$ cat src/sv/tx_power_detect_calc_core_macros.svh
// ============================================================================
// Assertion macros for the transmit power detect core
// Each macro expands to one labeled concurrent assertion clocked on i_clk
// and disabled while i_rst_n is low; empty when SYNTHESIS is defined.
// ============================================================================
`ifndef TX_POWER_DETECT_CALC_CORE_MACROS_SVH
`define TX_POWER_DETECT_CALC_CORE_MACROS_SVH
`ifndef SYNTHESIS
// same-cycle implication
`define TPD_ASSERT_IMP(lbl, ante, cons, msg) \
    lbl: assert property (@(posedge i_clk) disable iff (!i_rst_n) (ante) |-> (cons)) \
        else $error(msg);
// next-cycle implication
`define TPD_ASSERT_NXT(lbl, ante, cons, msg) \
    lbl: assert property (@(posedge i_clk) disable iff (!i_rst_n) (ante) |=> (cons)) \
        else $error(msg);
`else
`define TPD_ASSERT_IMP(lbl, ante, cons, msg)
`define TPD_ASSERT_NXT(lbl, ante, cons, msg)
`endif
`endif

$ cat src/sv/tpd_pkg.sv
// ============================================================================
// tpd_pkg
// Types, widths and constants shared by the transmit power detect modules.
// ============================================================================
package tpd_pkg;

    // sizing
    localparam int BEAMS       = 45;
    localparam int SUM_SLOTS   = 16;
    localparam int ANTENNAS    = 2;
    localparam int ANT_W       = (ANTENNAS > 1) ? $clog2(ANTENNAS) : 1;
    localparam int COEF_DEPTH  = BEAMS * ANTENNAS;
    localparam int ADDR_W      = $clog2(COEF_DEPTH);
    localparam int QUEUE_DEPTH = 4;

    // field widths
    localparam int SLOT_W      = 6;
    localparam int READING_W   = 32;
    localparam int CNT_W       = 28;
    localparam int COEF_W      = 24;
    localparam int TICK_W      = 8;
    localparam int SLOPE_W     = 20;
    localparam int OFFSET_W    = 20;
    localparam int CFG_W       = 20;
    localparam int PWR_W       = 20;

    // datapath widths
    localparam int WSUM_W      = 64;
    localparam int PSUM_W      = 32;
    localparam int CPROD_W     = COEF_W + CNT_W + 1;
    localparam int OFFSET_SHIFT = 21;
    localparam int SP_W        = SLOPE_W + PSUM_W;
    localparam int DM10_W      = SP_W + 4;
    localparam int PROD_W      = WSUM_W + DM10_W;
    localparam int MUL_A_W     = WSUM_W / 2;
    localparam int MUL_B_W     = DM10_W / 2;
    localparam int PP_W        = MUL_A_W + MUL_B_W;
    localparam int PWR_SHIFT   = 70;
    localparam int RND_BIT     = PWR_SHIFT - 1;

    localparam logic [CNT_W-1:0]  CNT_INVALID = '1;
    localparam logic [WSUM_W-1:0] WSUM_MAX    = {1'b0, {(WSUM_W-1){1'b1}}};
    localparam logic [WSUM_W-1:0] WSUM_MIN    = {1'b1, {(WSUM_W-1){1'b0}}};

    // register reset values
    localparam logic [TICK_W-1:0]   TIMEOUT_RST = 8'd20;
    localparam logic [SLOPE_W-1:0]  SLOPE_RST   = 20'd6947;
    localparam logic [OFFSET_W-1:0] OFFSET_RST  = 20'd186778;

    typedef enum logic [1:0] {
        MODE_TICK  = 2'd0,
        MODE_COUNT = 2'd1,
        MODE_SUM   = 2'd2,
        MODE_COEF  = 2'd3
    } t_mode;

    typedef enum logic [1:0] {
        OC_START   = 2'd0,
        OC_TIMEOUT = 2'd1,
        OC_POWER   = 2'd2
    } t_outcome;

    typedef enum logic [1:0] {
        CFG_TIMEOUT = 2'd0,
        CFG_SLOPE   = 2'd1,
        CFG_OFFSET  = 2'd2
    } t_cfg_idx;

    typedef struct packed {
        t_mode                    mode;
        logic                     ready_req;
        logic                     antenna;
        logic [SLOT_W-1:0]        slot;
        logic [READING_W-1:0]     reading;
        logic signed [COEF_W-1:0] coefficient;
    } t_in_item;

    typedef struct packed {
        t_outcome           outcome;
        logic               result_antenna;
        logic [PWR_W-1:0]   power_tenths;
        logic               clipped;
        logic               last;
    } t_out_item;

    typedef struct packed {
        logic [TICK_W-1:0]   timeout_ticks;
        logic [SLOPE_W-1:0]  slope_q16;
        logic [OFFSET_W-1:0] offset_q16;
    } t_cfg;

    // classified command passed from front to back
    typedef struct packed {
        t_mode              op;
        logic               ready;
        logic [ANT_W-1:0]   ant;
        logic [ADDR_W-1:0]  addr;
        logic [CNT_W-1:0]   data;
    } t_cmd;

    typedef struct packed {
        logic  empty;
        t_cmd  head;
    } t_q_stat;

    typedef enum logic [3:0] {
        BS_IDLE,
        BS_CNT_MUL,
        BS_CNT_ADD,
        BS_SUM_ADD,
        BS_PD_MUL,
        BS_PD_SUB,
        BS_PD_PREP,
        BS_PD_RUN,
        BS_PD_EMIT
    } t_bstate;

endpackage

$ cat src/sv/tpd_front.sv
// ============================================================================
// tpd_front
// Input stage: accepts transactions, range-checks them, drops items with no
// effect and hands the rest to the command queue.
// ============================================================================
module tpd_front import tpd_pkg::*; (
    input  logic     i_clk,
    input  logic     i_rst_n,
    input  logic     i_valid,
    output logic     o_stall,
    input  t_in_item i_in,
    input  logic     i_full,
    output logic     o_push,
    output t_cmd     o_cmd
);

    logic             r_valid;
    t_cmd             r_cmd;
    t_cmd             n_cmd;
    logic             n_keep;
    logic             ant_ok;
    logic             beam_ok;
    logic             sum_ok;
    logic [CNT_W-1:0] cnt;
    logic             accept;

    assign o_stall = r_valid && i_full;
    assign o_push  = r_valid && !i_full;
    assign o_cmd   = r_cmd;
    assign accept  = i_valid && !o_stall;

    always_comb begin
        ant_ok  = 32'(i_in.antenna) < ANTENNAS;
        beam_ok = 32'(i_in.slot) < BEAMS;
        sum_ok  = 32'(i_in.slot) < SUM_SLOTS;
        cnt     = i_in.reading[CNT_W-1:0];
        n_cmd.op    = i_in.mode;
        n_cmd.ready = i_in.ready_req;
        n_cmd.ant   = ANT_W'(i_in.antenna);
        n_cmd.addr  = '0;
        n_cmd.data  = cnt;
        case (i_in.mode)
            MODE_TICK: begin
                n_keep = 1'b1;
            end
            MODE_COUNT: begin
                n_keep     = beam_ok && ant_ok && (cnt != CNT_INVALID);
                n_cmd.addr = ADDR_W'(32'(i_in.slot) * ANTENNAS + 32'(i_in.antenna));
            end
            MODE_SUM: begin
                n_keep = sum_ok && ant_ok;
            end
            MODE_COEF: begin
                n_keep     = beam_ok && ant_ok;
                n_cmd.addr = ADDR_W'(32'(i_in.slot) * ANTENNAS + 32'(i_in.antenna));
                n_cmd.data = CNT_W'(i_in.coefficient);
            end
            default: begin
                n_keep = 1'b0;
            end
        endcase
    end

    always_ff @(posedge i_clk) begin
        if (!i_rst_n) begin
            r_valid <= 1'b0;
        end else if (accept) begin
            r_valid <= n_keep;
        end else if (!i_full) begin
            r_valid <= 1'b0;
        end
    end

    always_ff @(posedge i_clk) begin
        if (accept) begin
            r_cmd <= n_cmd;
        end
    end

endmodule

$ cat config.mk
export PLATFORM = sky130hd
export DESIGN_NAME = tpd_front
export DESIGN_NICKNAME = d
export VERILOG_FILES = /design/src/sv/tx_power_detect_calc_core_macros.svh /design/src/sv/tpd_pkg.sv /design/src/sv/tpd_front.sv
export SDC_FILE = /design/constraint.sdc
export NUM_CORES = 1
export LEC_CHECK = 0
export BUFFER_PORTS_ARGS = -buffer_cell sky130_fd_sc_hd__buf_2
export CORE_UTILIZATION = 40
export CTS_CLUSTER_DIAMETER = 120
export DETAILED_ROUTE_END_ITERATION = 16
export PLACE_DENSITY = 0.77
export SLEW_MARGIN = 20
export SYNTH_ARGS = -nofsm -noshare
export SYNTH_HDL_FRONTEND = slang
export SYNTH_SLANG_ARGS = --single-unit
$ cat constraint.sdc
create_clock -name i_clk -period 8.5 [get_ports i_clk]
set_clock_uncertainty 0.2 [all_clocks]
set_input_delay 0 -clock i_clk [delete_from_list [all_inputs] [get_ports i_clk]]
set_output_delay 0 -clock i_clk [all_outputs]
set_load 0.01 [all_outputs]
Yosys cells after proc, flatten, opt, wreduce, memory -nomap -nowiden. Index checks and enable logic that the tools add are counted.

Output and inout port bits: 41. Bits of input ports: 70. Flip-flop bits (word level): 40. Logic and storage cells: 26.

$lt $le $gt $ge: 2. Eq/ne operators: 5. Add/subtract/negate cells: 1. Multiplexer cells: 4. Reductions and logical operators: 8.

Operator list (count): $mux W28 (1); $ne A28 B28 Y1 const B (1); $add A7 B1 Y7 (1); $lt A6 B5 Y1 const B (1); $lt A6 B6 Y1 const B (1); $eq A2 B2 Y1 const B (2); $logic_and A1 B1 Y1 (4); $pmux W1 S4 (1); $eq A2 B1 Y1 const B (1); $logic_not A1 Y1 (2); $logic_not A2 Y1 (1); $mux W1 (2); $ne A2 B1 Y1 const B (1); $reduce_or A2 Y1 (1).

Longest topological paths before layout.
Word-level depth: 4. Mapped depth: 4. Mapped depth without buffers: 4.

Least setup slack after synthesis. No wires, ideal clock.

Path type: flip-flop to flip-flop. Start point: register r_valid. End point: register r_cmd (netlist bit o_cmd[0]), enable pin. Setup time: 440 ps. Data required time: 7860 ps. Arrival time: 2235 ps. Setup slack: 5625 ps. Cell stages (with the launch flop): 3. Cell sequence: dfxtp_1 -> and2_1 -> nor2b_1.

Cells in the longest elaborated chain, start to end: 3.

RTL lines: start, declared (line tpd_front.sv:17) `logic r_valid;`; start signal, assigned (line tpd_front.sv:68) `r_valid <= n_keep;`; $logic_and A1 B1 Y1 (line tpd_front.sv:27) `assign o_stall = r_valid && i_full;`; net o_stall (line tpd_front.sv:10) `output logic o_stall,`; $logic_not A1 Y1 (line tpd_front.sv:30) `assign accept = i_valid && !o_stall;`; $logic_and A1 B1 Y1 (line tpd_front.sv:30); net accept (line tpd_front.sv:25) `logic accept;`; end signal, assigned (line tpd_front.sv:76) `r_cmd <= n_cmd;`; end, declared (line tpd_front.sv:18) `t_cmd r_cmd;`.

The timed path passes the listed nets, and every way through them passes these cells. A chain may end at the register's enable or synchronous reset.

==> flow_metrics.py <==
metrics = {
    "global_routing": {
        "grt_max_degree": 40,
        "grt_use_met3": 0.03767,
        "grt_usage": 0.2216,
        "first_global_vias": 1595,
        "gr-total-overflow": 0,
        "grt_util_met2": 0.4192,
        "grt_busiest_layer": "met2",
        "antenna_found_initial": 0,
        "grt_util_met1": 0.2262,
        "grt_pass1_wl_mm": 7.065,
    },
    "synth": {
        "seq_area_frac_synth": 0.7073,
        "synth_compound_area_frac": 0.04309,
        "synthMuxAreaShare": 0.1538,
        "synth_area_sq_mm": 0.001684,
        "synth.distinct_cells": 22,
        "synth_top_family_by_area": "multiplexers",
        "netlist_instances": 100,
        "synthAdderAreaFrac": 0,
        "synth-seq-cells": 40,
        "avgSynthCellArea_sq_um": 16.84,
        "synthSimpleGateAreaFrac": 0.08767,
        "syn_nets": 170,
        "synth-xor-area-share": 0,
        "ys_warn_count": 0,
    },
    "finish": {
        "fin_nets": 347,
        "seqCellArea_sq_mm": 0.001191,
        "areaGrowthSynthToFinish_pct": 80.91,
        "final_core_util": 0.7562,
        "antennaDiodeCount": 0,
        "layout-drive-gt1-share": 0.5072,
        "final_common_cell": "buf_2",
        "fillers": 290,
        "multi_input_area_sq_um": 489.2,
        "final_cell_mix": "106 x buf_2, 66 x dlygate4sd3_1, 39 x edfxtp_1",
    },
    "clocking": {
        "cts.sinks": 40,
        "clk_latency_ns": 0.28,
        "cts_tree": "done",
        "htree_levels": 2,
        "post_cts_buffers": 0,
        "ctsLongestPathBuffers": 2,
        "cts-buffers-inserted": 5,
        "path_clk_slew_ns": 0.08,
        "root_buffer": "clkbuf_8",
    },
    "routing": {
        "avgRoutedWirePerCell_microns": 14.98,
        "drt_iter0_drc": 117,
        "viasPerCell": 4.738,
        "ant_nets": 0,
        "dr.pass1.iters": 4,
        "routed_wl_mm": 4.913,
        "vias": 1554,
        "drc": 0,
    },
    "placement": {
        "gp_congestion": 0.7049,
        "port_buffers": 106,
        "dpl_worst_slack_ns": 6.557,
        "hpwl_mm": 2.784,
    },
    "setup_path": {
        "cp.arrival_ns": 2.24,
        "cp_cell_sequence": "dlygate4sd3_1 -> buf_2 -> nand2_2 -> mux2_2 -> dlygate4sd3_1",
        "crit_buf_inv": 3,
        "critPathCaptureType": "flip-flop",
        "cp_slowest_cell": "dlygate4sd3_1",
        "worstSetupPathType": "primary input to flip-flop",
        "required_ns": 8.33,
        "crit_fanout": 28,
        "start_kind": "primary input",
        "path_common_cell": "dlygate4sd3_1",
        "crit_family": "buffers and inverters",
        "cpPeakStageDelay_ns": 0.58,
    },
    "sta": {
        "rsz0062_at_grt": "false",
        "setup_viol": 0,
        "worst_slack_ns": 6.096,
        "period_minus_slack_ns": 2.404,
        "fmax_mhz": 416.0,
        "slew_headroom": 0.5586,
        "report.final.slew_viol_count": 0,
        "period_share": 0.2828,
        "finalSetupTns_ns": 0,
        "worst_slew_pin_slew_ns": 0.6597,
        "hold_viol": 0,
    },
    "die": {
        "die_x_microns": 66.89,
        "core_sq_mm": 0.004029,
        "pin_count": 111,
        "rows": 23,
        "die_height_microns": 66.89,
        "start_util": 0.4180,
        "die-area_sq_mm": 0.004474,
    },
    "power": {
        "total_leakage_power_nw": 1.346,
        "power_density_mw_per_mm2": 149.7,
        "peakVddDrop_uv": 92.81,
    },
    "hold_path": {
        "hp-class": "primary input to primary output",
    },
    "run": {
        "maxCapViolations": 0,
    },
    "outcome": {
        "status": "finished clean",
    },
}
[worst register-to-register path, stage by stage (launching register included)]
cell and delay [ns]:
dfxtp_1 0.32, and2_1 0.21, nand2_1 0.07, dlygate4sd3_1 0.55, o31ai_1 0.07, dlygate4sd3_1 0.58
[state kept, by name, summed over array words and instances, names as in the netlist]
register and flops:
r_valid 1, o_cmd 39
[Yosys cell counts]
cell	n	share of area
a21o_2	1	0.0052
nor2b_1	2	0.0074
and3_1	1	0.0037
a21o_1	4	0.018
edfxtp_1	39	0.70
nor4_1	1	0.0037
o211a_1	1	0.0059
buf_2	2	0.0059
nand4_1	5	0.019
dfxtp_1	1	0.012
o21ai_0	1	0.0030
nand2_1	3	0.0067
o31ai_1	1	0.0045
o22ai_1	1	0.0037
and4_1	1	0.0052
a21oi_1	1	0.0030
or4_1	1	0.0045
mux2_2	23	0.15
nand4b_1	1	0.0052
and2_1	8	0.030
nand3_1	1	0.0030
clkbuf_1	1	0.0022
[final cells by class]
class | instances | area share
repair buffers | 173 | 0.3975
multi-input cells | 57 | 0.1606
clock buffers | 6 | 0.02710
well taps | 50 | 0.02053
clock inverters | 2 | 0.003285
flip-flops and latches | 40 | 0.3910
[routing by layer]
| layer | vias to the layer above | wire, microns |
|---|---|---|
| li1 | 748 | - |
| met1 | 728 | 1843 |
| met2 | 64 | 2730 |
| met3 | 14 | 193 |
| met4 | 0 | 146 |
| met5 | - | 0 |
[metrics by stage]
step	power [mW]	cells	cell area [sq um]	hold slack [ns]
final	0.4560	328	3047	0.05561
after CTS	0.4569	326	3014	0.04869
after detailed placement	0.3035	253	2271	-0.008702
after global placement	0.3016	253	2271	-0.01642
after global routing	0.4751	328	3047	0.07120
after floorplan	0.2700	100	1684	-0.1536
[worst paths after layout]
check                             from                    to  slack [ns]  cells past startpoint
setup / recovery              i_in[64]   o_cmd[13]$_DFFE_PP_        6.10                      5
hold / removal                  i_full                o_push        0.06                      3
setup reg to reg  r_valid$_SDFFE_PN0P_  r_valid$_SDFFE_PN0P_        6.46                      5
hold reg to reg   r_valid$_SDFFE_PN0P_    o_cmd[8]$_DFFE_PP_        0.63                      2
[timing repair]
action                                 4_1_cts  5_1_grt
hold buffers                                65        1
gates resized for setup                      0        0
endpoints found under the hold margin       40       10
[cells by family after synthesis]
group	after synthesis
buffers and inverters	3
and+or+nand+nor	24
AOI/OAI and AO/OA	10
DFF	40
muxes	23
[power by group]
part	leakage, nW	switching, mW	internal [mW]
Clock	0.0510	0.0618	0.0647
Combinational	0.905	0.0370	0.0554
Sequential	0.390	0.00352	0.234
Total	1.35	0.102	0.354
(Power assumes the default switching activity.)
