## config.mk

```make
export PLATFORM = sky130hd
export DESIGN_NAME = tpd_queue
export DESIGN_NICKNAME = d
export VERILOG_FILES = /design/src/sv/tx_power_detect_calc_core_macros.svh /design/src/sv/tpd_pkg.sv /design/src/sv/tpd_queue.sv
export SDC_FILE = /design/constraint.sdc
export NUM_CORES = 1
export LEC_CHECK = 0
export BUFFER_PORTS_ARGS = -buffer_cell sky130_fd_sc_hd__buf_4
export CAP_MARGIN = 10
export CORE_MARGIN = 2
export CORE_UTILIZATION = 45
export DETAILED_ROUTE_END_ITERATION = 8
export PLACE_DENSITY = 0.64
export SLEW_MARGIN = 25
export SYNTH_ARGS = -nofsm -noshare
export SYNTH_HDL_FRONTEND = slang
export SYNTH_SLANG_ARGS = --single-unit
export TNS_END_PERCENT = 5
```

## constraint.sdc

```tcl
create_clock -name i_clk -period 3.83 [get_ports i_clk]
set_input_delay 0.766 -clock i_clk [delete_from_list [all_inputs] [get_ports i_clk]]
set_output_delay 0.766 -clock i_clk [all_outputs]
set_load 0.03 [all_outputs]
```

## src/sv/tx_power_detect_calc_core_macros.svh

```systemverilog
// ============================================================================
// Assertion macros for the transmit power detect core
// Each macro expands to one labeled concurrent assertion clocked on i_clk
// and disabled while i_rst_n is low; empty when SYNTHESIS is defined.
// ============================================================================
`ifndef TX_POWER_DETECT_CALC_CORE_MACROS_SVH
`define TX_POWER_DETECT_CALC_CORE_MACROS_SVH
`ifndef SYNTHESIS
// same-cycle implication
`define TPD_ASSERT_IMP(lbl, ante, cons, msg) \
    lbl: assert property (@(posedge i_clk) disable iff (!i_rst_n) (ante) |-> (cons)) \
        else $error(msg);
// next-cycle implication
`define TPD_ASSERT_NXT(lbl, ante, cons, msg) \
    lbl: assert property (@(posedge i_clk) disable iff (!i_rst_n) (ante) |=> (cons)) \
        else $error(msg);
`else
`define TPD_ASSERT_IMP(lbl, ante, cons, msg)
`define TPD_ASSERT_NXT(lbl, ante, cons, msg)
`endif
`endif

```

## src/sv/tpd_pkg.sv

```systemverilog
// ============================================================================
// tpd_pkg
// Types, widths and constants shared by the transmit power detect modules.
// ============================================================================
package tpd_pkg;

    // sizing
    localparam int BEAMS       = 45;
    localparam int SUM_SLOTS   = 16;
    localparam int ANTENNAS    = 2;
    localparam int ANT_W       = (ANTENNAS > 1) ? $clog2(ANTENNAS) : 1;
    localparam int COEF_DEPTH  = BEAMS * ANTENNAS;
    localparam int ADDR_W      = $clog2(COEF_DEPTH);
    localparam int QUEUE_DEPTH = 4;

    // field widths
    localparam int SLOT_W      = 6;
    localparam int READING_W   = 32;
    localparam int CNT_W       = 28;
    localparam int COEF_W      = 24;
    localparam int TICK_W      = 8;
    localparam int SLOPE_W     = 20;
    localparam int OFFSET_W    = 20;
    localparam int CFG_W       = 20;
    localparam int PWR_W       = 20;

    // datapath widths
    localparam int WSUM_W      = 64;
    localparam int PSUM_W      = 32;
    localparam int CPROD_W     = COEF_W + CNT_W + 1;
    localparam int OFFSET_SHIFT = 21;
    localparam int SP_W        = SLOPE_W + PSUM_W;
    localparam int DM10_W      = SP_W + 4;
    localparam int PROD_W      = WSUM_W + DM10_W;
    localparam int MUL_A_W     = WSUM_W / 2;
    localparam int MUL_B_W     = DM10_W / 2;
    localparam int PP_W        = MUL_A_W + MUL_B_W;
    localparam int PWR_SHIFT   = 70;
    localparam int RND_BIT     = PWR_SHIFT - 1;

    localparam logic [CNT_W-1:0]  CNT_INVALID = '1;
    localparam logic [WSUM_W-1:0] WSUM_MAX    = {1'b0, {(WSUM_W-1){1'b1}}};
    localparam logic [WSUM_W-1:0] WSUM_MIN    = {1'b1, {(WSUM_W-1){1'b0}}};

    // register reset values
    localparam logic [TICK_W-1:0]   TIMEOUT_RST = 8'd20;
    localparam logic [SLOPE_W-1:0]  SLOPE_RST   = 20'd6947;
    localparam logic [OFFSET_W-1:0] OFFSET_RST  = 20'd186778;

    typedef enum logic [1:0] {
        MODE_TICK  = 2'd0,
        MODE_COUNT = 2'd1,
        MODE_SUM   = 2'd2,
        MODE_COEF  = 2'd3
    } t_mode;

    typedef enum logic [1:0] {
        OC_START   = 2'd0,
        OC_TIMEOUT = 2'd1,
        OC_POWER   = 2'd2
    } t_outcome;

    typedef enum logic [1:0] {
        CFG_TIMEOUT = 2'd0,
        CFG_SLOPE   = 2'd1,
        CFG_OFFSET  = 2'd2
    } t_cfg_idx;

    typedef struct packed {
        t_mode                    mode;
        logic                     ready_req;
        logic                     antenna;
        logic [SLOT_W-1:0]        slot;
        logic [READING_W-1:0]     reading;
        logic signed [COEF_W-1:0] coefficient;
    } t_in_item;

    typedef struct packed {
        t_outcome           outcome;
        logic               result_antenna;
        logic [PWR_W-1:0]   power_tenths;
        logic               clipped;
        logic               last;
    } t_out_item;

    typedef struct packed {
        logic [TICK_W-1:0]   timeout_ticks;
        logic [SLOPE_W-1:0]  slope_q16;
        logic [OFFSET_W-1:0] offset_q16;
    } t_cfg;

    // classified command passed from front to back
    typedef struct packed {
        t_mode              op;
        logic               ready;
        logic [ANT_W-1:0]   ant;
        logic [ADDR_W-1:0]  addr;
        logic [CNT_W-1:0]   data;
    } t_cmd;

    typedef struct packed {
        logic  empty;
        t_cmd  head;
    } t_q_stat;

    typedef enum logic [3:0] {
        BS_IDLE,
        BS_CNT_MUL,
        BS_CNT_ADD,
        BS_SUM_ADD,
        BS_PD_MUL,
        BS_PD_SUB,
        BS_PD_PREP,
        BS_PD_RUN,
        BS_PD_EMIT
    } t_bstate;

endpackage

```

## src/sv/tpd_queue.sv

```systemverilog
// ============================================================================
// tpd_queue
// Short command FIFO between front and back.
// ============================================================================
module tpd_queue import tpd_pkg::*; (
    input  logic    i_clk,
    input  logic    i_rst_n,
    input  logic    i_push,
    input  t_cmd    i_cmd,
    output logic    o_full,
    input  logic    i_pop,
    output t_q_stat o_stat
);

    localparam int PTR_W = $clog2(QUEUE_DEPTH);
    localparam int CNT_QW = $clog2(QUEUE_DEPTH + 1);

    t_cmd              r_mem [QUEUE_DEPTH];
    logic [PTR_W-1:0]  r_wr_ptr;
    logic [PTR_W-1:0]  r_rd_ptr;
    logic [CNT_QW-1:0] r_count;
    logic [PTR_W-1:0]  wr_next;
    logic [PTR_W-1:0]  rd_next;

    assign o_full       = r_count == CNT_QW'(QUEUE_DEPTH);
    assign o_stat.empty = r_count == '0;
    assign o_stat.head  = r_mem[r_rd_ptr];
    assign wr_next = (r_wr_ptr == PTR_W'(QUEUE_DEPTH - 1)) ? '0 : r_wr_ptr + 1'b1;
    assign rd_next = (r_rd_ptr == PTR_W'(QUEUE_DEPTH - 1)) ? '0 : r_rd_ptr + 1'b1;

    always_ff @(posedge i_clk) begin
        if (!i_rst_n) begin
            r_wr_ptr <= '0;
            r_rd_ptr <= '0;
            r_count  <= '0;
        end else begin
            if (i_push) begin
                r_wr_ptr <= wr_next;
            end
            if (i_pop) begin
                r_rd_ptr <= rd_next;
            end
            if (i_push && !i_pop) begin
                r_count <= r_count + 1'b1;
            end else if (i_pop && !i_push) begin
                r_count <= r_count - 1'b1;
            end
        end
    end

    always_ff @(posedge i_clk) begin
        if (i_push) begin
            r_mem[r_wr_ptr] <= i_cmd;
        end
    end

endmodule

```

## Word level (Yosys, flattened, before mapping)

Memory sizes are Yosys's and may differ from the RTL's. A register that Yosys moved wholly into a read port is not among the register bits.
Cells that the tools add are included.

| storage, ports and cells | value |
|---|---|
| bits of input ports | 43 |
| memories kept | 1 |
| bits in writable memories | 156 |
| output and inout port bits | 41 |
| register bits | 7 |

Memory list:

| memory | words | width | read ports | clocked after memory_dff | wr ports | RTL line | RTL |
|---|---|---|---|---|---|---|---|
| r_mem | 4 | 39 | 1 | 1 | 1 | tpd_queue.sv:18 | `t_cmd r_mem [QUEUE_DEPTH];` |

| operators by class | value |
|---|---|
| add/subtract/negate cells | 4 |
| reductions and logical operators | 6 |
| multiplexer cells | 8 |
| equal/unequal tests | 3 |

Operator list:

| operator | count |
|---|---|
| $mux 2 | 4 |
| $mux 3 | 2 |
| $add 2x1->2 const B | 2 |
| $eq 2x2->1 const B | 2 |
| $add 3x1->3 const B | 1 |
| $eq 3x3->1 const B | 1 |
| $logic_not 3->1 | 1 |
| $sub 3x1->3 const B | 1 |
| $logic_and 1x1->1 | 2 |
| $logic_not 1->1 | 2 |
| $mux 1 | 2 |
| $reduce_bool 2->1 | 1 |

## Logic depth before layout (Yosys ltp)

Gate-level depths: netlist of run 1.

| logic depth | value |
|---|---|
| depth after elaboration | 4 |
| gate-level depth with buffers | 7 |
| depth with buffers taken out | 7 |

## Worst setup path after synthesis of run 1

Ideal clock, no wire load.

| timing path | value |
|---|---|
| path kind | input-to-reg |
| from | input i_push |
| to | memory r_mem[0][0] in the netlist's numbering (enable) |
| stages on the path | 1 |
| arrival time | 1715 ps |
| path slack | 1715 ps |
| path buffers | 0 |
| cell sequence | and2_1 |

| between the ends | value |
|---|---|
| cells in the longest elaborated chain, start to end | 2 |

Ends and longest elaborated chain:

| item | RTL line | RTL |
|---|---|---|
| from (decl) | tpd_queue.sv:8 | `input logic i_push,` |
| $mux 1 | tpd_queue.sv:52 | `if (i_push) begin` |
| $mux 1 (implied by the code) | tpd_queue.sv:53 | `r_mem[r_wr_ptr] <= i_cmd;` |
| to (decl) | tpd_queue.sv:18 |  |

No other way between the ends.

==> flow_metrics.py, run 1 <==
metrics = {
    "status": {
        "status": "completed",
    },
    "synth": {
        "synth_top_area_share_pct": 77.10,
        "seq_area_frac_synth_pct": 80.07,
        "synth_area_leaders": "edfxtp_1 77%, mux4_2 14%, dfxtp_1 3.0%, ha_1 1.2%, mux2i_1 0.66%",
        "synthesis.area_um2": 6076,
        "synth_area_leader_cell": "edfxtp_1",
        "synth_seq_cells": 165,
        "synth_cells": 247,
        "syn_area_per_cell_um2": 24.60,
        "yosysWarnings": 0,
        "synth.distinct_cells": 22,
        "syn_nets": 297,
    },
    "placement": {
        "hpwlAfterDp_um": 6242,
        "routabilityCongestion": 0.7301,
        "io_buffers": 83,
        "place_area_um2": 6900,
        "dp_slack_ns": 1.299,
        "dp_cells": 501,
    },
    "drt": {
        "drt_first_pass_iters": 4,
        "wire_per_inst_um": 19.89,
        "drtIter0Drc": 198,
        "met1Wirelength_um": 4484,
        "dr_wl_met2_um": 5180,
        "avgViaCountPerCell": 5.238,
        "route.met3.wl_um": 762,
        "post-route-drc-count": 0,
        "highest_layer": "met4",
        "routed_wl_um": 10600,
        "ant_nets": 0,
        "num_vias": 2792,
    },
    "sta": {
        "drv_slew": 0,
        "final.setup.tns_ns": 0,
        "min_period_over_period_pct": 75.54,
        "finalHoldViolations": 0,
        "fin_ws_ns": 0.9369,
        "rsz0062_at_grt": "no",
        "fin_crit_ns": 2.893,
        "setup_viol": 0,
        "worstMarginPinSlew_ns": 0.8083,
        "timing.slew.headroom_pct": 46.11,
        "clock_skew_ns": 0.006697,
        "timing.fmax_ghz": 0.3456,
        "whs_ns": 0.5229,
    },
    "cts": {
        "cts_num_sinks": 165,
        "post_cts_resized": 0,
        "clockBufferDepth": 2,
        "cts_buffers": 17,
        "cts_root_buf": "clkbuf_16",
        "htree_levels": 4,
        "hold_buffers": 0,
        "cts_setup_buffers": 0,
        "clk_pin_slew_ns": 0.06,
        "clock_latency_ns": 0.41,
        "cts_tree": "done",
    },
    "global_routing": {
        "grt_max_degree": 40,
        "grt_antenna_before_repair": 0,
        "grt_pass1_vias": 2955,
        "grt_pass1_wl_um": 16330,
        "grtUsageTotal_pct": 15.82,
        "grt-ovfl-total": 0,
    },
    "run": {
        "maxCapViolCount": 0,
    },
    "power_and_ir_drop": {
        "leakage_nw": 2.558,
        "power_mw": 4.212,
        "ir_worst_vdd_mv": 0.2553,
        "power-per-cell-area_nw_per_um2": 563.7,
    },
    "floorplanning": {
        "die_area_um2": 14450,
        "rows": 42,
        "die_x_um": 120.2,
        "core_area_um2": 13190,
        "die_h_um": 120.2,
        "initial_core_util_pct": 46.06,
        "num_io_pins": 84,
    },
    "final_layout": {
        "syn2layout_area_growth_pct": 22.98,
        "diodes": 0,
        "final_cells": 533,
        "final_util_pct": 56.65,
        "fill_cells": 994,
        "layout-drive-gt1-share_pct": 44.26,
        "final_area_um2": 7472,
        "fin_nets": 394,
    },
    "critical_path": {
        "critPathSlowestCell": "dfxtp_4",
        "required_ns": 3.06,
        "path_cells": "mux4_2 > buf_4",
        "arrival_ns": 2.13,
        "path_delay_family": "flip-flops",
        "critPathLaunchType": "flop",
        "slowest_delay_ns": 0.88,
        "endpoint_kind": "output port",
        "critical_path_class": "reg -> out",
        "path_buf_inv": 1,
        "path_max_fanout": 39,
    },
    "min_path": {
        "hold_path.class": "reg -> reg",
    },
}
[cells in the final DEF, fill, tap and decap left out]
master / instances
mux4_2: 39
and2_2: 1
and2_1: 1
dfxtp_4: 1
ha_1: 6
and2_4: 3
edfxtp_1: 156
or3_1: 1
fa_1: 1
dfxtp_1: 7
buf_4: 86
o21ai_0: 1
clkinvlp_4: 1
inv_1: 4
clkinv_1: 3
bufinv_16: 3
clkbuf_1: 2
xor2_1: 1
nor2_1: 1
nor3_1: 2
xnor2_1: 1
nor3b_1: 1
mux2i_1: 4
dfxtp_2: 1
clkbuf_16: 17
o21a_1: 1
a21boi_0: 1
clkinv_2: 6
nor2b_1: 5
[state kept, by name (all words and copies together), names as in the netlist, named ones only]
name      flops
r_wr_ptr      2
r_count       3
r_rd_ptr      2
r_mem       156
[worst register-to-register path: stages, from the launching register on]
cell     delay, ns
dfxtp_1       0.35
inv_1         0.10
ha_1          0.14
and2_2        0.55
buf_4         0.44
[power by group]
group	switching, mW	internal [mW]	total, mW
Sequential	0.0461	2.06	2.11
Combinational	0.258	0.203	0.461
Clock	0.631	1.01	1.64
Total	0.935	3.28	4.21
[Yosys cell counts, drive strengths merged]
library cell  number
or3                1
xor2               1
dfxtp              9
nor2b              5
ha                 6
edfxtp           156
fa                 1
a21boi             1
clkbuf             2
nor2               1
buf                6
mux2i              4
mux4              39
nor3               2
and2               5
o21a               1
o21ai              1
nor3b              1
xnor2              1
inv                4
[metal layers]
| layer | vias up | global-route usage [%] |
|---|---|---|
| met5 | - | 0 |
| met4 | 0 | 6.618 |
| met3 | 14 | 5.802 |
| met2 | 78 | 24.93 |
| met1 | 1469 | 19.97 |
| li1 | 1231 | - |
[final timing paths]
kind	from	to	slack (ns)	cells after the start
hold reg to reg	r_count[2]	r_count[2]	0.52	2
setup reg to reg	r_wr_ptr[0]	r_mem[0][19]	1.92	4
hold / removal	r_count[2]	r_count[2]	0.52	2
setup / recovery	flop	o_stat[34]	0.94	2
[cell type report]
cell class              instances  area [µm²]  share of cell area (%)
clock inverters                13       138.9                   1.859
flip-flops and latches        165        4870                   65.17
repair buffers                 86       645.6                   8.640
clock buffers                  19       432.9                   5.794
multi-input cells              70        1150                   15.39
well taps                     176       220.2                   2.947
inverters                       4       15.01                  0.2009
[cells by family (layout without fill, tap and decap cells)]
group / after synthesis / in the layout / synth area share [%]
AO/OA/AOI/OAI: 3 / 3 / 0.3295
multiplexers: 43 / 43 / 15.12
AND/OR/NAND/NOR: 15 / 15 / 1.483
buffers and inverters: 12 / 122 / 1.153
XOR/XNOR: 2 / 2 / 0.2884
flip-flops: 165 / 165 / 80.07
adder cells (fa/ha/maj): 7 / 7 / 1.565
Power figures use the tool's default switching activity.
==> inputs of run 2 (changes only) <==
- PLACE_DENSITY: 0.64 -> 0.66
- clock period: 3.83 -> 2.3 ns (I/O delays scaled with it)
==> flow_metrics.py, run 2 (same netlist as run 1, synthesis figures left out) <==
metrics = {
    "status": {
        "status": "completed",
    },
    "cts": {
        "hold_buffers": 0,
        "clk_pin_slew_ns": 0.06,
        "cts_buffers": 17,
        "clock_latency_ns": 0.42,
        "cts_root_buf": "clkbuf_16",
        "cts_num_sinks": 165,
        "cts_tree": "done",
        "clockBufferDepth": 2,
        "htree_levels": 4,
        "post_cts_resized": 0,
    },
    "drt": {
        "wire_per_inst_um": 18.97,
        "avgViaCountPerCell": 5.087,
        "ant_nets": 0,
        "drtIter0Drc": 236,
        "num_vias": 2747,
        "drt_first_pass_iters": 4,
        "routed_wl_um": 10250,
        "post-route-drc-count": 0,
    },
    "critical_path": {
        "r2r_start": "r_count[0]",
        "endpoint_kind": "output port",
        "arrival_ns": 1.74,
        "path_max_fanout": 13,
        "path_cells": "buf_12 > mux4_2 > buf_4",
        "reg2reg_slack_ns": 0.82,
        "path_delay_family": "multiplexers",
        "path_buf_inv": 2,
        "slowest_delay_ns": 0.53,
        "rr_worst_depth": 4,
        "critPathSlowestCell": "mux4_2",
        "critical_path_class": "reg -> out",
        "worstReg2RegEnd": "r_count[2]",
        "critPathLaunchType": "flop",
        "required_ns": 1.84,
    },
    "min_path": {
        "hold_path.class": "in -> reg",
        "holdPathStages": 1,
        "min_to": "r_mem[0][1]",
        "min_from": "i_cmd[1]",
    },
    "global_routing": {
        "grt-ovfl-total": 0,
        "grt_pass1_vias": 2948,
        "grt_pass1_wl_um": 16190,
        "grt_max_degree": 40,
        "grt_antenna_before_repair": 0,
        "grtUsageTotal_pct": 15.67,
    },
    "floorplanning": {
        "rows": 42,
        "num_io_pins": 84,
        "die_x_um": 120.2,
        "core_area_um2": 13190,
        "initial_core_util_pct": 46.06,
        "die_h_um": 120.2,
        "die_area_um2": 14450,
    },
    "placement": {
        "routabilityCongestion": 0.6557,
        "hpwlAfterDp_um": 6008,
        "dp_slack_ns": 0.3343,
        "dp_cells": 507,
        "io_buffers": 83,
    },
    "final_layout": {
        "diodes": 0,
        "final_cell_mix": "156 x edfxtp_1, 86 x buf_4, 39 x mux4_2",
        "reg.largest.list": "r_mem x156, r_count x3",
        "top_register": "r_mem",
        "final_common_cell": "edfxtp_1",
        "syn2layout_area_growth_pct": 25.12,
        "fin_nets": 401,
        "largest_register_ff_count": 156,
        "final_cells": 540,
        "layout-drive-gt1-share_pct": 45.60,
    },
    "sta": {
        "setup_viol": 0,
        "worstMarginPinSlew_ns": 0.3806,
        "fin_crit_ns": 2.205,
        "timing.fmax_ghz": 0.4536,
        "timing.slew.headroom_pct": 74.63,
        "final.setup.tns_ns": 0,
        "whs_ns": 0.2368,
        "finalHoldViolations": 0,
        "clock_skew_ns": 0.006974,
        "rsz0062_at_grt": "no",
        "fin_ws_ns": 0.09542,
        "min_period_over_period_pct": 95.85,
        "drv_slew": 0,
    },
    "power_and_ir_drop": {
        "ir_worst_vdd_mv": 0.5114,
        "leakage_nw": 2.606,
        "power-per-cell-area_nw_per_um2": 917.8,
    },
    "run": {
        "maxCapViolCount": 0,
    },
}
==> run 2: changes by cell type in the layout (fill, tap and decap cells not counted), moves of 3 or more <==
cell / previous run / this run
buf_12: 0 / 7
clkinv_4: 0 / 3
clkinv_2: 6 / 3
and2_2: 1 / 4
and2_4: 3 / 0
==> run 2: cell type report <==
type / count / area [µm²]
clock buffers: 18 / 429.2
clock inverters: 14 / 136.4
fillers: 1001 / 5588
inverters: 4 / 15.01
multi-input cells: 70 / 1146
flip-flops and latches: 165 / 4870
well taps: 176 / 220.2
repair buffers: 93 / 785.8
==> run 2: report_power, final <==
part | internal (mW) | total, mW | switching (mW)
combinational | 0.367 | 0.829 | 0.462
clock | 1.59 | 2.67 | 1.08
sequential | 3.44 | 3.48 | 0.0441
==> run 2: metal layers <==
layer  share of wire, %  wire (µm)  GRT usage (%)  vias to the layer above
li1                   -          -              -                     1245
met1                 43       4392          20.50                     1415
met2                 49       5051          23.86                       74
met3                6.1        625          6.038                       13
met4                1.7        176          6.176                        0
met5                  0          0              0                        -
==> run 2: metrics by stage <==
stage / instance area [µm²] / total power [mW] / util (%)
2_1_floorplan: 6076 / 4.038 / -
3_3_place_gp: 7017 / 4.367 / 53.20
3_5_place_dp: 7017 / 4.384 / 53.20
4_1_cts: 7602 / 7.068 / 57.64
5_1_grt: 7602 / 7.264 / 57.64
6_report: 7602 / 6.977 / 57.64
==> run 2: what timing repair did <==
| item | CTS | global route |
|---|---|---|
| endpoints found under the hold margin | 0 | 0 |
| buffers inserted | 1 | 0 |
| endpoints found under the setup margin | 31 | 0 |
==> run 2: worst max-delay path by stage <==
stage / endpoint / slack (ns) / depth (start not counted)
3_3_place_gp: o_stat[22] / 0.38 / 3
2_1_floorplan: r_mem[3][0] / 0.40 / 2
5_1_grt: o_stat[1] / 0.01 / 3
6_report: o_stat[1] / 0.1 / 3
3_5_place_dp: r_count[2] / 0.33 / 8
4_1_cts: o_stat[3] / 0.06 / 3
==> inputs of run 3 (changes only) <==
- PLACE_DENSITY: 0.66 -> 0.64
- clock period: 2.3 -> 2.73 ns (I/O delays scaled with it)
==> flow_metrics.py, run 3 (same netlist as run 1, synthesis figures left out) <==
metrics = {
    "sta": {
        "timing.fmax_ghz": 0.4012,
        "worstMarginPinSlew_ns": 0.6116,
        "setup_viol": 0,
        "rsz0062_at_grt": "no",
        "final.setup.tns_ns": 0,
        "clock_skew_ns": 0.01010,
        "fin_crit_ns": 2.492,
        "min_period_over_period_pct": 91.29,
        "drv_slew": 0,
        "finalHoldViolations": 0,
        "timing.slew.headroom_pct": 59.23,
    },
    "global_routing": {
        "grtUsageTotal_pct": 15.85,
        "grt_pass1_wl_um": 16190,
        "grt-ovfl-total": 0,
        "grt_max_degree": 40,
        "grt_antenna_before_repair": 0,
        "grt_pass1_vias": 2937,
    },
    "min_path": {
        "hold_path.class": "in -> reg",
    },
    "power_and_ir_drop": {
        "power_frac_comb_pct": 11.4,
        "power_frac_seq_pct": 49.6,
        "clkPwrFrac_pct": 39.0,
        "internal_power_mw": 4.621,
        "power-per-cell-area_nw_per_um2": 785.5,
        "sw_frac_of_total_pct": 22.08,
        "ir_worst_vdd_mv": 0.4490,
        "power_mw": 5.930,
        "leakage_nw": 2.592,
        "power.switching_mw": 1.309,
    },
    "run": {
        "maxCapViolCount": 0,
    },
    "cts": {
        "cts_buffers": 17,
        "clock_latency_ns": 0.42,
        "hold_buffers": 0,
        "cts_setup_buffers": 0,
        "cts_num_sinks": 165,
        "clk_pin_slew_ns": 0.06,
        "clockBufferDepth": 2,
        "post_cts_resized": 0,
        "htree_levels": 4,
        "cts_root_buf": "clkbuf_16",
        "cts_tree": "done",
    },
    "critical_path": {
        "arrival_ns": 1.95,
        "critPathLaunchType": "flop",
        "required_ns": 2.18,
        "critical_path_class": "reg -> out",
        "endpoint_kind": "output port",
        "path_max_fanout": 16,
    },
    "drt": {
        "drt_first_pass_iters": 4,
        "wire_per_inst_um": 19.24,
        "drtIter0Drc": 189,
        "post-route-drc-count": 0,
        "ant_nets": 0,
        "num_vias": 2774,
        "avgViaCountPerCell": 5.137,
        "routed_wl_um": 10390,
    },
    "final_layout": {
        "syn2layout_area_growth_pct": 24.26,
        "reg.largest.list": "r_mem x156, r_count x3",
        "fin_nets": 401,
        "fill_cells": 997,
        "largest_register_ff_count": 156,
        "final_common_cell": "edfxtp_1",
        "layout-drive-gt1-share_pct": 44.51,
        "diodes": 0,
        "top_register": "r_mem",
        "final_cell_mix": "156 x edfxtp_1, 91 x buf_4, 39 x mux4_2",
    },
    "placement": {
        "routabilityCongestion": 0.6335,
        "io_buffers": 83,
        "hpwlAfterDp_um": 6298,
    },
    "floorplanning": {
        "core_area_um2": 13190,
        "num_io_pins": 84,
        "die_h_um": 120.2,
        "initial_core_util_pct": 46.06,
        "die_area_um2": 14450,
        "die_x_um": 120.2,
        "rows": 42,
    },
    "status": {
        "status": "completed",
    },
}
[run 3: changes by cell type in the layout (fill, tap and decap cells not counted), sizes merged]
cell	previous run	this run
clkbuf	18	22
clkinv	9	6
bufinv	2	3
clkinvlp	2	1
inv	5	4
[run 3: final timing paths]
kind | to | from | depth (start not counted) | slack [ns]
max | o_stat[9] | flop | 3 | 0.24
min reg2reg | r_count[2] | r_count[2] | 2 | 0.54
max reg2reg | r_mem[0][33] | r_wr_ptr[0] | 4 | 1.10
min | r_mem[1][35] | i_cmd[35] | 1 | 0.32
[run 3: worst max-delay path, cell delays in order (launching register included)]
cell,delay [ns]
dfxtp_4,0.56
buf_4,0.26
mux4_2,0.52
buf_4,0.18
[run 3: cell type report]
| class | count | area (µm²) | share of cell area [%] |
|---|---|---|---|
| flip-flops and latches | 165 | 4870 | 64.50 |
| multi-input cells | 70 | 1146 | 15.18 |
| repair buffers | 93 | 723.2 | 9.579 |
| clock buffers | 22 | 444.2 | 5.883 |
| well taps | 176 | 220.2 | 2.917 |
| clock inverters | 10 | 131.4 | 1.740 |
| inverters | 4 | 15.01 | 0.1989 |
[run 3: layer usage]
| layer | track usage [%] | up-vias | wire, µm |
|---|---|---|---|
| li1 | - | 1250 | - |
| met1 | 19.31 | 1432 | 4238 |
| met2 | 25.04 | 76 | 5280 |
| met3 | 6.604 | 16 | 677 |
| met4 | 6.765 | 0 | 191 |
| met5 | 0 | - | 0 |
[run 3: per-stage QoR]
| stage | std cells | utilization (%) | instance area [µm²] | hold slack (ns) | worst slack (ns) |
|---|---|---|---|---|---|
| after global placement | 508 | 52.87 | 6974 | 0.4906 | 0.6476 |
| final | 540 | 57.24 | 7550 | 0.3244 | 0.2377 |
| after floorplan | 247 | - | 6076 | 0.4724 | 0.8334 |
| after global routing | 540 | 57.24 | 7550 | 0.2951 | 0.1026 |
| after CTS | 540 | 57.24 | 7550 | 0.3012 | 0.1648 |
| after detailed placement | 508 | 52.87 | 6974 | 0.5305 | 0.6255 |
[run 3: power groups by stage]
stage | logic (mW) | registers (mW) | clock network [mW]
global route | 0.725 | 2.95 | 2.48
floorplan | 0.426 | 2.98 | 0
CTS | 0.692 | 2.94 | 2.36
global placement | 0.679 | 2.99 | 0
finish | 0.677 | 2.94 | 2.31
detailed placement | 0.690 | 3.00 | 0
